<file path="config.mk">
export PLATFORM = sky130hd
export DESIGN_NAME = fraction_reduce_compare
export DESIGN_NICKNAME = d
export VERILOG_FILES = /design/src/sv/frc_pkg.sv /design/src/sv/frc_divider.sv /design/src/sv/frc_mul.sv /design/src/sv/fraction_reduce_compare.sv
export SDC_FILE = /design/constraint.sdc
export NUM_CORES = 2
export LEC_CHECK = 0
export ABC_CLOCK_PERIOD_IN_PS = 9300
export BUFFER_PORTS_ARGS = -buffer_cell sky130_fd_sc_hd__buf_2
export CORE_MARGIN = 2
export CORE_UTILIZATION = 52
export CTS_CLUSTER_DIAMETER = 30
export DETAILED_ROUTE_END_ITERATION = 10
export PLACE_DENSITY = 0.81
export SETUP_SLACK_MARGIN = 0.4
export SLEW_MARGIN = 10
export SYNTH_ARGS = -nofsm -noshare
export SYNTH_HDL_FRONTEND = slang
export SYNTH_SLANG_ARGS = --single-unit
</file>
<file path="constraint.sdc">
create_clock -name clk -period 9.3 [get_ports clk]
set_input_delay 1.395 -clock clk [delete_from_list [all_inputs] [get_ports clk]]
set_output_delay 1.395 -clock clk [all_outputs]
set_load 0.01 [all_outputs]
</file>
<file path="src/sv/frc_pkg.sv">
`default_nettype none
// ---------------------------------------------------------------------------
// frc_pkg
// Shared types and constants for the fraction reduce and compare block.
// ---------------------------------------------------------------------------
package frc_pkg;

    localparam int DATA_WIDTH = 32;
    localparam int MAG_W      = DATA_WIDTH - 1;
    localparam int PROD_W     = 2 * DATA_WIDTH;
    localparam int CNT_W      = $clog2(MAG_W + 1);

    localparam logic MODE_NORM = 1'b0;
    localparam logic MODE_CMP  = 1'b1;

    localparam logic signed [1:0] SIGN_ZERO = 2'sd0;
    localparam logic signed [1:0] SIGN_POS  = 2'sd1;
    localparam logic signed [1:0] SIGN_NEG  = -2'sd1;

    localparam logic [DATA_WIDTH-1:0] MIN_INT = {1'b1, {MAG_W{1'b0}}};

    typedef struct packed {
        logic                         mode;
        logic signed [DATA_WIDTH-1:0] first_num;
        logic signed [DATA_WIDTH-1:0] first_den;
        logic signed [DATA_WIDTH-1:0] second_num;
        logic        [MAG_W-1:0]      second_den;
    } item_t;

    typedef struct packed {
        logic signed [1:0]   result_sign;
        logic [MAG_W-1:0]    result_num;
        logic [MAG_W-1:0]    result_den;
        logic                is_less;
        logic                bad_input;
    } result_t;

    typedef struct packed {
        logic             start;
        logic [MAG_W-1:0] dividend;
        logic [MAG_W-1:0] divisor;
    } div_req_t;

    typedef struct packed {
        logic             done;
        logic [MAG_W-1:0] quotient;
        logic [MAG_W-1:0] remainder;
    } div_rsp_t;

    typedef enum logic [3:0] {
        ST_IDLE,
        ST_CHECK,
        ST_GCD_STEP,
        ST_GCD_WAIT,
        ST_NUM_DIV,
        ST_NUM_WAIT,
        ST_DEN_DIV,
        ST_DEN_WAIT,
        ST_MUL_FIRST,
        ST_MUL_SECOND,
        ST_CMP
    } state_t;

endpackage
`default_nettype wire

</file>
<file path="src/sv/frc_divider.sv">
`default_nettype none
// ---------------------------------------------------------------------------
// frc_divider
// Restoring radix-2 unsigned divider, one quotient bit per cycle.
// ---------------------------------------------------------------------------
module frc_divider
(
    input  wire               clk,
    input  wire               rst_n,
    input  frc_pkg::div_req_t req,
    output frc_pkg::div_rsp_t rsp
);
    import frc_pkg::*;

    localparam logic [CNT_W-1:0] DIV_LAST = CNT_W'(MAG_W - 1);

    logic             run_reg;
    logic             done_reg;
    logic [CNT_W-1:0] cnt_reg;
    logic [MAG_W-1:0] rem_reg;
    logic [MAG_W-1:0] quo_reg;
    logic [MAG_W-1:0] dvs_reg;

    logic [MAG_W:0]   trial;
    logic [MAG_W:0]   diff;
    logic [MAG_W-1:0] rem_next;
    logic [MAG_W-1:0] quo_next;

    always_comb
    begin
        trial    = {rem_reg, quo_reg[MAG_W-1]};
        diff     = trial - {1'b0, dvs_reg};
        rem_next = diff[MAG_W] ? trial[MAG_W-1:0] : diff[MAG_W-1:0];
        quo_next = {quo_reg[MAG_W-2:0], ~diff[MAG_W]};
    end

    always_ff @(posedge clk or negedge rst_n)
    begin
        if (!rst_n)
        begin
            run_reg  <= 1'b0;
            done_reg <= 1'b0;
            cnt_reg  <= '0;
        end
        else
        begin
            done_reg <= 1'b0;
            if (req.start)
            begin
                run_reg <= 1'b1;
                cnt_reg <= '0;
            end
            else if (run_reg)
            begin
                cnt_reg <= cnt_reg + 1'b1;
                if (cnt_reg == DIV_LAST)
                begin
                    run_reg  <= 1'b0;
                    done_reg <= 1'b1;
                end
            end
        end
    end

    always_ff @(posedge clk)
    begin
        if (req.start)
        begin
            rem_reg <= '0;
            quo_reg <= req.dividend;
            dvs_reg <= req.divisor;
        end
        else if (run_reg)
        begin
            rem_reg <= rem_next;
            quo_reg <= quo_next;
        end
    end

    assign rsp.done      = done_reg;
    assign rsp.quotient  = quo_reg;
    assign rsp.remainder = rem_reg;

endmodule
`default_nettype wire

</file>
<file path="src/sv/frc_mul.sv">
`default_nettype none
// ---------------------------------------------------------------------------
// frc_mul
// Signed multiplier with registered product for the cross products.
// ---------------------------------------------------------------------------
module frc_mul
(
    input  wire                                         clk,
    input  wire logic signed [frc_pkg::DATA_WIDTH-1:0]  a,
    input  wire logic signed [frc_pkg::DATA_WIDTH-1:0]  b,
    output logic signed [frc_pkg::PROD_W-1:0]           p
);
    import frc_pkg::*;

    logic signed [PROD_W-1:0] p_reg;

    always_ff @(posedge clk)
    begin
        p_reg <= PROD_W'(a) * PROD_W'(b);
    end

    assign p = p_reg;

endmodule
`default_nettype wire

</file>
<file path="src/sv/fraction_reduce_compare.sv">
`default_nettype none
// ---------------------------------------------------------------------------
// fraction_reduce_compare
// Reduces a signed fraction to lowest terms or compares two fractions.
//
// An item is taken when start is high and busy is low. The result beat is
// shown on result for exactly one cycle with done high; the receiver cannot
// stall it. busy stays high from the accept until the cycle done rises, and
// a new item may be started in that same cycle.
// Normalize runs Euclid's algorithm on the shared serial divider, then
// divides numerator and denominator by the gcd on the same divider. An
// item with k remainder steps runs k + 2 divisions one after another;
// k is at most about 45 for 31-bit magnitudes. Zero denominator, zero
// numerator or the most negative value finish straight from the check
// state. Compare forms two cross products through one multiplier, then
// does one 64-bit compare.
// Reset clears the sequencer and the strobe; no clearing pass is needed.
// ---------------------------------------------------------------------------
module fraction_reduce_compare
(
    input  wire              clk,
    input  wire              rst_n,
    input  wire              start,
    output logic             busy,
    input  frc_pkg::item_t   item,
    output logic             done,
    output frc_pkg::result_t result
);
    import frc_pkg::*;

    state_t   state_reg;
    state_t   state_next;

    item_t    item_reg;
    logic [MAG_W-1:0] an_reg;
    logic [MAG_W-1:0] ad_reg;
    logic [MAG_W-1:0] a_reg;
    logic [MAG_W-1:0] b_reg;
    logic [MAG_W-1:0] num_reg;
    logic signed [PROD_W-1:0] p1_reg;
    result_t  result_reg;
    logic     done_reg;

    div_req_t div_req;
    div_rsp_t div_rsp;
    logic signed [DATA_WIDTH-1:0] mul_a;
    logic signed [DATA_WIDTH-1:0] mul_b;
    logic signed [PROD_W-1:0]     mul_p;

    logic [DATA_WIDTH-1:0] num_abs;
    logic [DATA_WIDTH-1:0] den_abs;
    logic     check_bad;
    logic     num_zero;
    logic     emit;
    result_t  result_next;

    frc_divider u_div
    (
        .clk   (clk),
        .rst_n (rst_n),
        .req   (div_req),
        .rsp   (div_rsp)
    );

    frc_mul u_mul
    (
        .clk (clk),
        .a   (mul_a),
        .b   (mul_b),
        .p   (mul_p)
    );

    assign num_abs  = item_reg.first_num[DATA_WIDTH-1] ? -item_reg.first_num
                                                       : item_reg.first_num;
    assign den_abs  = item_reg.first_den[DATA_WIDTH-1] ? -item_reg.first_den
                                                       : item_reg.first_den;
    assign num_zero = (item_reg.first_num == '0);

    always_comb
    begin
        if (item_reg.mode == MODE_CMP)
        begin
            check_bad = item_reg.first_den[DATA_WIDTH-1]
                     || (item_reg.first_den == '0)
                     || (item_reg.second_den == '0);
        end
        else
        begin
            check_bad = (item_reg.first_den == '0)
                     || (item_reg.first_num == MIN_INT)
                     || (item_reg.first_den == MIN_INT);
        end
    end

    // next state
    always_comb
    begin
        state_next = state_reg;
        case (state_reg)
            ST_IDLE:
                if (start)
                    state_next = ST_CHECK;
            ST_CHECK:
                if (check_bad)
                    state_next = ST_IDLE;
                else if (item_reg.mode == MODE_CMP)
                    state_next = ST_MUL_FIRST;
                else if (num_zero)
                    state_next = ST_IDLE;
                else
                    state_next = ST_GCD_STEP;
            ST_GCD_STEP:
                state_next = (b_reg == '0) ? ST_NUM_DIV : ST_GCD_WAIT;
            ST_GCD_WAIT:
                if (div_rsp.done)
                    state_next = ST_GCD_STEP;
            ST_NUM_DIV:
                state_next = ST_NUM_WAIT;
            ST_NUM_WAIT:
                if (div_rsp.done)
                    state_next = ST_DEN_DIV;
            ST_DEN_DIV:
                state_next = ST_DEN_WAIT;
            ST_DEN_WAIT:
                if (div_rsp.done)
                    state_next = ST_IDLE;
            ST_MUL_FIRST:
                state_next = ST_MUL_SECOND;
            ST_MUL_SECOND:
                state_next = ST_CMP;
            ST_CMP:
                state_next = ST_IDLE;
            default:
                state_next = ST_IDLE;
        endcase
    end

    // outputs of the sequencer
    always_comb
    begin
        div_req     = '0;
        mul_a       = item_reg.second_num;
        mul_b       = item_reg.first_den;
        emit        = 1'b0;
        result_next = '0;
        case (state_reg)
            ST_CHECK:
            begin
                if (check_bad)
                begin
                    emit                  = 1'b1;
                    result_next.bad_input = 1'b1;
                end
                else if (item_reg.mode == MODE_NORM && num_zero)
                begin
                    emit                   = 1'b1;
                    result_next.result_den = MAG_W'(1);
                end
            end
            ST_GCD_STEP:
            begin
                div_req.start    = (b_reg != '0);
                div_req.dividend = a_reg;
                div_req.divisor  = b_reg;
            end
            ST_NUM_DIV:
            begin
                div_req.start    = 1'b1;
                div_req.dividend = an_reg;
                div_req.divisor  = a_reg;
            end
            ST_DEN_DIV:
            begin
                div_req.start    = 1'b1;
                div_req.dividend = ad_reg;
                div_req.divisor  = a_reg;
            end
            ST_DEN_WAIT:
            begin
                emit = div_rsp.done;
                result_next.result_sign =
                    (item_reg.first_num[DATA_WIDTH-1] ^ item_reg.first_den[DATA_WIDTH-1])
                    ? SIGN_NEG : SIGN_POS;
                result_next.result_num  = num_reg;
                result_next.result_den  = div_rsp.quotient;
            end
            ST_MUL_FIRST:
            begin
                mul_a = item_reg.first_num;
                mul_b = $signed({1'b0, item_reg.second_den});
            end
            ST_CMP:
            begin
                emit                = 1'b1;
                result_next.is_less = (p1_reg < mul_p);
            end
            default:
            begin
                emit = 1'b0;
            end
        endcase
    end

    always_ff @(posedge clk or negedge rst_n)
    begin
        if (!rst_n)
        begin
            state_reg <= ST_IDLE;
            done_reg  <= 1'b0;
        end
        else
        begin
            state_reg <= state_next;
            done_reg  <= emit;
        end
    end

    always_ff @(posedge clk)
    begin
        if (state_reg == ST_IDLE && start)
            item_reg <= item;
        if (state_reg == ST_CHECK)
        begin
            an_reg <= num_abs[MAG_W-1:0];
            ad_reg <= den_abs[MAG_W-1:0];
            a_reg  <= num_abs[MAG_W-1:0];
            b_reg  <= den_abs[MAG_W-1:0];
        end
        if (state_reg == ST_GCD_WAIT && div_rsp.done)
        begin
            a_reg <= b_reg;
            b_reg <= div_rsp.remainder;
        end
        if (state_reg == ST_NUM_WAIT && div_rsp.done)
            num_reg <= div_rsp.quotient;
        if (state_reg == ST_MUL_SECOND)
            p1_reg <= mul_p;
        if (emit)
            result_reg <= result_next;
    end

    assign busy   = (state_reg != ST_IDLE);
    assign done   = done_reg;
    assign result = result_reg;

endmodule
`default_nettype wire

</file>
# == Word-level counts from Yosys, hierarchy flattened ==
# Cells that the tools add are included.
# classes
addsub,4
eq_ne,17
bitwise_logic,3
magnitude_cmp,1
reduce_logical,18
mux,38
n_mul,1
# ops
operator,count
$mux 31,10
$pmux 63 s3,1
$eq 32x32->1 const B,2
$logic_not 32->1,2
$lt 64x64->1,1
$mul 32x32->64,1
$mux 32,2
$logic_not 31->1,2
$neg 31->31,2
$pmux 31 s2,1
$pmux 4 s10,1
$sub 32x31->32,1
$reduce_bool 31->1,1
$mux 4,6
$eq 4x3->1 const B,4
$eq 4x4->1 const B,3
$mux 1,11
$mux 5,2
$eq 4x2->1 const B,2
$ne 2x1->1 const B,3
$add 5x1->5 const B,1
$eq 5x5->1 const B,1
$eq 4x1->1 const B,1
$logic_and 1x1->1,4
other kinds (11),17
# word_totals
ff_bits,582
elab_cells,107

# == Logic depth before layout (Yosys ltp) ==
# logic_depth
depth_word,6
depth_mapped,33
mapped_depth_nobuf,31

# == Cells and area by module ==
# From an unflattened synthesis, not the netlist that was laid out.
# unflattened
hier_cells,5747
hier_area_um2,61669.1
# by_module_without_submodules
module,area_each_um2,instances,seq_area_each_um2,cells_each
frc_mul,37335.8,1,1281.2,3910
fraction_reduce_compare,18466.5,1,12527.0,1231
frc_divider,5866.9,1,2657.5,606

# == Worst setup path after synthesis ==
# No wires, ideal clock.
# synth_timing
kind,reg2reg
startpoint,register state_reg[1]
endpoint,register u_mul.p_reg[63] (netlist: u_mul.p[63])
path_slack_ns,0.165
path_stages_with_launch,32
required_ns,9.179
n_path_buf,3
arrival_ns,9.014
synth_period_minus_slack_ns,9.135
path_cell_list,dfrtp_1 > nor3_1 > and2_0 > clkbuf_1 > buf_1 > mux2_2 > buf_1 > nand2_1 > inv_1 > fa_1 > fa_1 > fa_1 > inv_1 > fa_1 > inv_1 > fa_1 > fa_1 > inv_1 > fa_1 > fa_1 > inv_1 > ha_1 > a21o_1 > a21o_1 > a21o_1 > a21oi_1 > o21ai_0 > a21oi_1 > nor2b_1 > nor3_1 > o31a_1 > xnor2_1
# synth_via
elab_chain_len,3
elab_cells_between_ends,4
cone_classes,mul (1); eq/ne (1); mux (2)
# synth_rtl
element,line_no,text
"start, declared",fraction_reduce_compare.sv:31,state_t state_reg;
"start signal, assigned",fraction_reduce_compare.sv:213,state_reg <= state_next;
$eq 4x4->1 (*),fraction_reduce_compare.sv:146,case (state_reg)
$mux 32,fraction_reduce_compare.sv:146,
$mul 32x32->64 (*),frc_mul.sv:19,p_reg <= PROD_W'(a) * PROD_W'(b);
"end signal, assigned",frc_mul.sv:19,
"end, declared",frc_mul.sv:15,logic signed [PROD_W-1:0] p_reg;
# Mark *: on every way between the ends. The rest lies on a longest branch, timed or not.
# A chain may end at the register's enable or synchronous reset.

# == Worst setup path in the final report ==
# layout_timing
startpoint,register state_reg[1]
endpoint,register u_mul.p_reg[60] (netlist: u_mul.p[60])
# The elaborated chain is that of the path after synthesis.

==> flow_summary_export.csv <==
group,metric,value,unit
placed_design,gp_congestion,1.02,
flow_run,drv_cap,0,
timing,timing.final.crit_share,0.958,
global_route,grt_max_degree,86,
route,dr.pass1.iters,7,
timing,skew,0.0534,ns
layout,syn_to_final_growth,15.0,%
global_route,grtUsageTotal,0.340,
layout,final_layout_size_suffix_gt1_frac,0.144,
route,ant_nets,0,
global_route,grt_pass1_wl,294000,um
route,vias,45354,
route,vias_per_cell,5.94,
critical_path,crit_fanout,17,
floorplanning,num_rows,124,
route,drcViolationCount,0,
timing,setup_viol,0,
logic_synthesis,yosys_register_bits,582,
route,drtIter0Drc,5688,
placed_design,numPortBuffers,198,
global_route,grt_pass1_vias,47517,
logic_synthesis,synth_area_leaders,"fa_1 (36%), edfxtp_1 (24%), inv_1 (6.7%)",
critical_path,cpMostUsedCell,"fa_1",
logic_synthesis,synth_nets,7198,
timing,hold_ws,0.424,ns
logic_synthesis,synth_cell_types,70,
floorplanning,start_util,0.526,
min_path,hold_path.class,"flip-flop to flip-flop",
critical_path,arrival,9.50,ns
critical_path,reg2reg_to,"u_mul.p[60]$_DFF_P_",
min_path,min_to,"p1_reg[41]$_DFFE_PP_",
logic_synthesis,yosysTopAreaCellShare,0.359,
global_route,grt.overflow.total,0,
route,drt-total-wl,200000,um
floorplanning,fp.dieArea,119000,um^2
cts,cts_root_buf,"clkbuf_16",
logic_synthesis,synthCells,5702,
cts,h-tree-depth,3,
critical_path,crit_type,"flip-flop to flip-flop",
cts,hold_buffers,0,
timing,fin_crit,8.90,ns
timing,rsz0062_at_grt,"yes",
critical_path,crit_slowest_cell,"fa_2",
layout,fill_cells,8848,
logic_synthesis,syn_area,60300,um^2
timing,clock.fmax,112,MHz
placed_design,post-dp-hpwl,154000,um
critical_path,cp.required,9.89,ns
timing,slew_headroom,0.232,
cts,clock-sinks,582,
timing,worst_slew_pin_slew,1.15,ns
cts,clock_latency,0.73,ns
logic_synthesis,yosysWarnings,0,
cts,cts_buffers,107,
cts,clockBufferDepth,3,
logic_synthesis,synth_ff_type,"edfxtp_1",
critical_path,slowest_delay,0.67,ns
layout,largest_reg_flops,128,
logic_synthesis,ys_async_sr_fraction,0.0206,
critical_path,endpoint_kind,"flip-flop",
route,wl_per_cell,26.2,um
logic_synthesis,synth_area_per_cell,10.6,um^2
critical_path,rrSetupSlack,0.40,ns
logic_synthesis,synth_top_area_cell,"fa_1",
min_path,hold-path-cell-count,0,
floorplanning,core-area,115000,um^2
critical_path,rr_worst_depth,30,
floorplanning,fp.dieH,345,um
floorplanning,io_pins,199,
cts,cts_tree,"yes",
global_route,grt_antenna_before_repair,11,
logic_synthesis,ys_seq_area_frac,0.273,
timing,maxSlewViolCount,0,
floorplanning,fp.dieW,345,um
cts,clk_pin_slew,0.06,ns
logic_synthesis,synth_edf_count,475,
layout,finalNetCount,7521,
critical_path,critPathLaunchType,"flip-flop",
timing,hold_viol,0,
status,status,"finished clean",
critical_path,r2r-start,"state_reg[1]$_DFFE_PN0P_",
min_path,hp-start,"u_mul.p[41]$_DFF_P_",
[critical path: cells and delay by family, from the launching register on]
family,cells,cell delay [ns]
muxes,1,0.36
adders and majority gates,9,4.58
AOI/OAI and AO/OA,6,0.97
buffers and inverters,8,1.21
and+or+nand+nor,6,1.23
DFF,1,0.38
[stage by stage]
stage | instances | instance area, um^2 | setup WS (ns) | setup TNS, ns | utilization
after global placement | 7387 | 64600 | -0.0395 | -0.0395 | 0.564
after floorplan | 5702 | 60400 | 0.430 | 0 | -
after CTS | 7593 | 68600 | 0.397 | 0 | 0.598
after detailed placement | 7387 | 64600 | -0.0913 | -0.179 | 0.564
final | 7636 | 69400 | 0.395 | 0 | 0.605
after global routing | 7632 | 69400 | 0.241 | 0 | 0.605
[routing by layer]
metal  track usage  part of all wire  up-vias
met5             0           0.00021        -
met2         0.511              0.44     3251
met1         0.419              0.34    22600
met3         0.123              0.14      824
li1              -                 -    18673
met4         0.208             0.076        6
[synth_stat cells, types with 9 or more instances]
library cell / number
a211oi_1: 37
a21o_1: 64
a21oi_1: 149
a222oi_1: 31
a22o_1: 31
a31oi_1: 11
and2_1: 73
and3_1: 11
buf_1: 22
clkbuf_1: 220
dfrtp_1: 12
dfxtp_1: 95
edfxtp_1: 475
fa_1: 1083
ha_1: 282
inv_1: 1073
mux2_2: 115
mux2i_1: 87
nand2_1: 545
nand2b_1: 40
nand3_1: 20
nand4_1: 41
nor2_1: 680
nor2b_1: 13
nor3_1: 26
nor4_1: 23
o211ai_1: 10
o21a_1: 10
o21ai_0: 110
o21bai_1: 10
o31ai_1: 18
or2_2: 16
or3_1: 15
or4_1: 9
xnor2_1: 118
xor2_1: 45
[placed cells by master, fill, tap and decap left out, types with 12 or more instances in the layout]
cell type,count
nand2b_1,39
buf_4,193
inv_6,13
a21oi_1,139
nand3_1,20
nor3_1,22
clkinvlp_4,16
or2_2,16
o21ai_0,102
mux2i_1,58
a211oi_1,35
xor2_1,45
ha_1,272
clkinv_4,12
or3_1,15
inv_1,1065
a22o_1,31
fa_1,1075
mux2_2,91
nand4_1,41
clkbuf_16,111
edfxtp_1,475
mux2i_2,22
mux2_4,25
nand2_1,541
xnor2_1,117
nor2_1,675
a222oi_1,31
dfxtp_1,95
nor4_1,22
buf_2,198
o31ai_1,18
buf_12,49
nor2b_1,13
and2_1,73
clkinv_2,14
a21o_1,64
[what timing repair did]
action | CTS | global route
resized for setup | 26 | 88
pin swaps | 1 | 6
setup buffers | 2 | 35
setup endpoints to repair | 17 | 20
gates cloned | 1 | 3
[cell families (layout without fill, tap and decap cells)]
family	Yosys count	count (layout)	synth area share
xor gates and xnor gates	163	163	0.0237
buffers and inverters	1315	1732	0.0818
adders and majority gates	1365	1365	0.418
other	0	5	0
AOI/OAI and AO/OA	543	543	0.0597
DFF	582	582	0.273
muxes	203	203	0.0361
and+or+nand+nor	1531	1531	0.108
[final cells by class]
class                   instances  area [um^2]  area share
diodes                          5         12.5    0.000180
clock buffers                 121         2800      0.0404
clock inverters                82         1010      0.0146
inverters                    1073         4040      0.0582
multi-input cells            3805        39500       0.569
flip-flops and latches        582        16500       0.237
well taps                    1512         1890      0.0273
repair buffers                456         3680      0.0531
[how the worst max path moves through the flow]
stage	slack [ns]	endpoint	start	cells after the start
detailed placement	-0.09	u_mul.p[55]$_DFF_P_	state_reg[1]$_DFFE_PN0P_	25
finish	0.40	u_mul.p[60]$_DFF_P_	state_reg[1]$_DFFE_PN0P_	30
floorplan	0.43	u_mul.p[63]$_DFF_P_	state_reg[1]$_DFFE_PN0P_	31
global placement	-0.04	u_mul.p[55]$_DFF_P_	state_reg[1]$_DFFE_PN0P_	25
global route	0.24	u_mul.p[62]$_DFF_P_	state_reg[1]$_DFFE_PN0P_	31
CTS	0.40	u_mul.p[60]$_DFF_P_	state_reg[1]$_DFFE_PN0P_	29
Power is not shown: default switching activity piles up to over one toggle a cycle in this logic, so the estimate is an artifact.
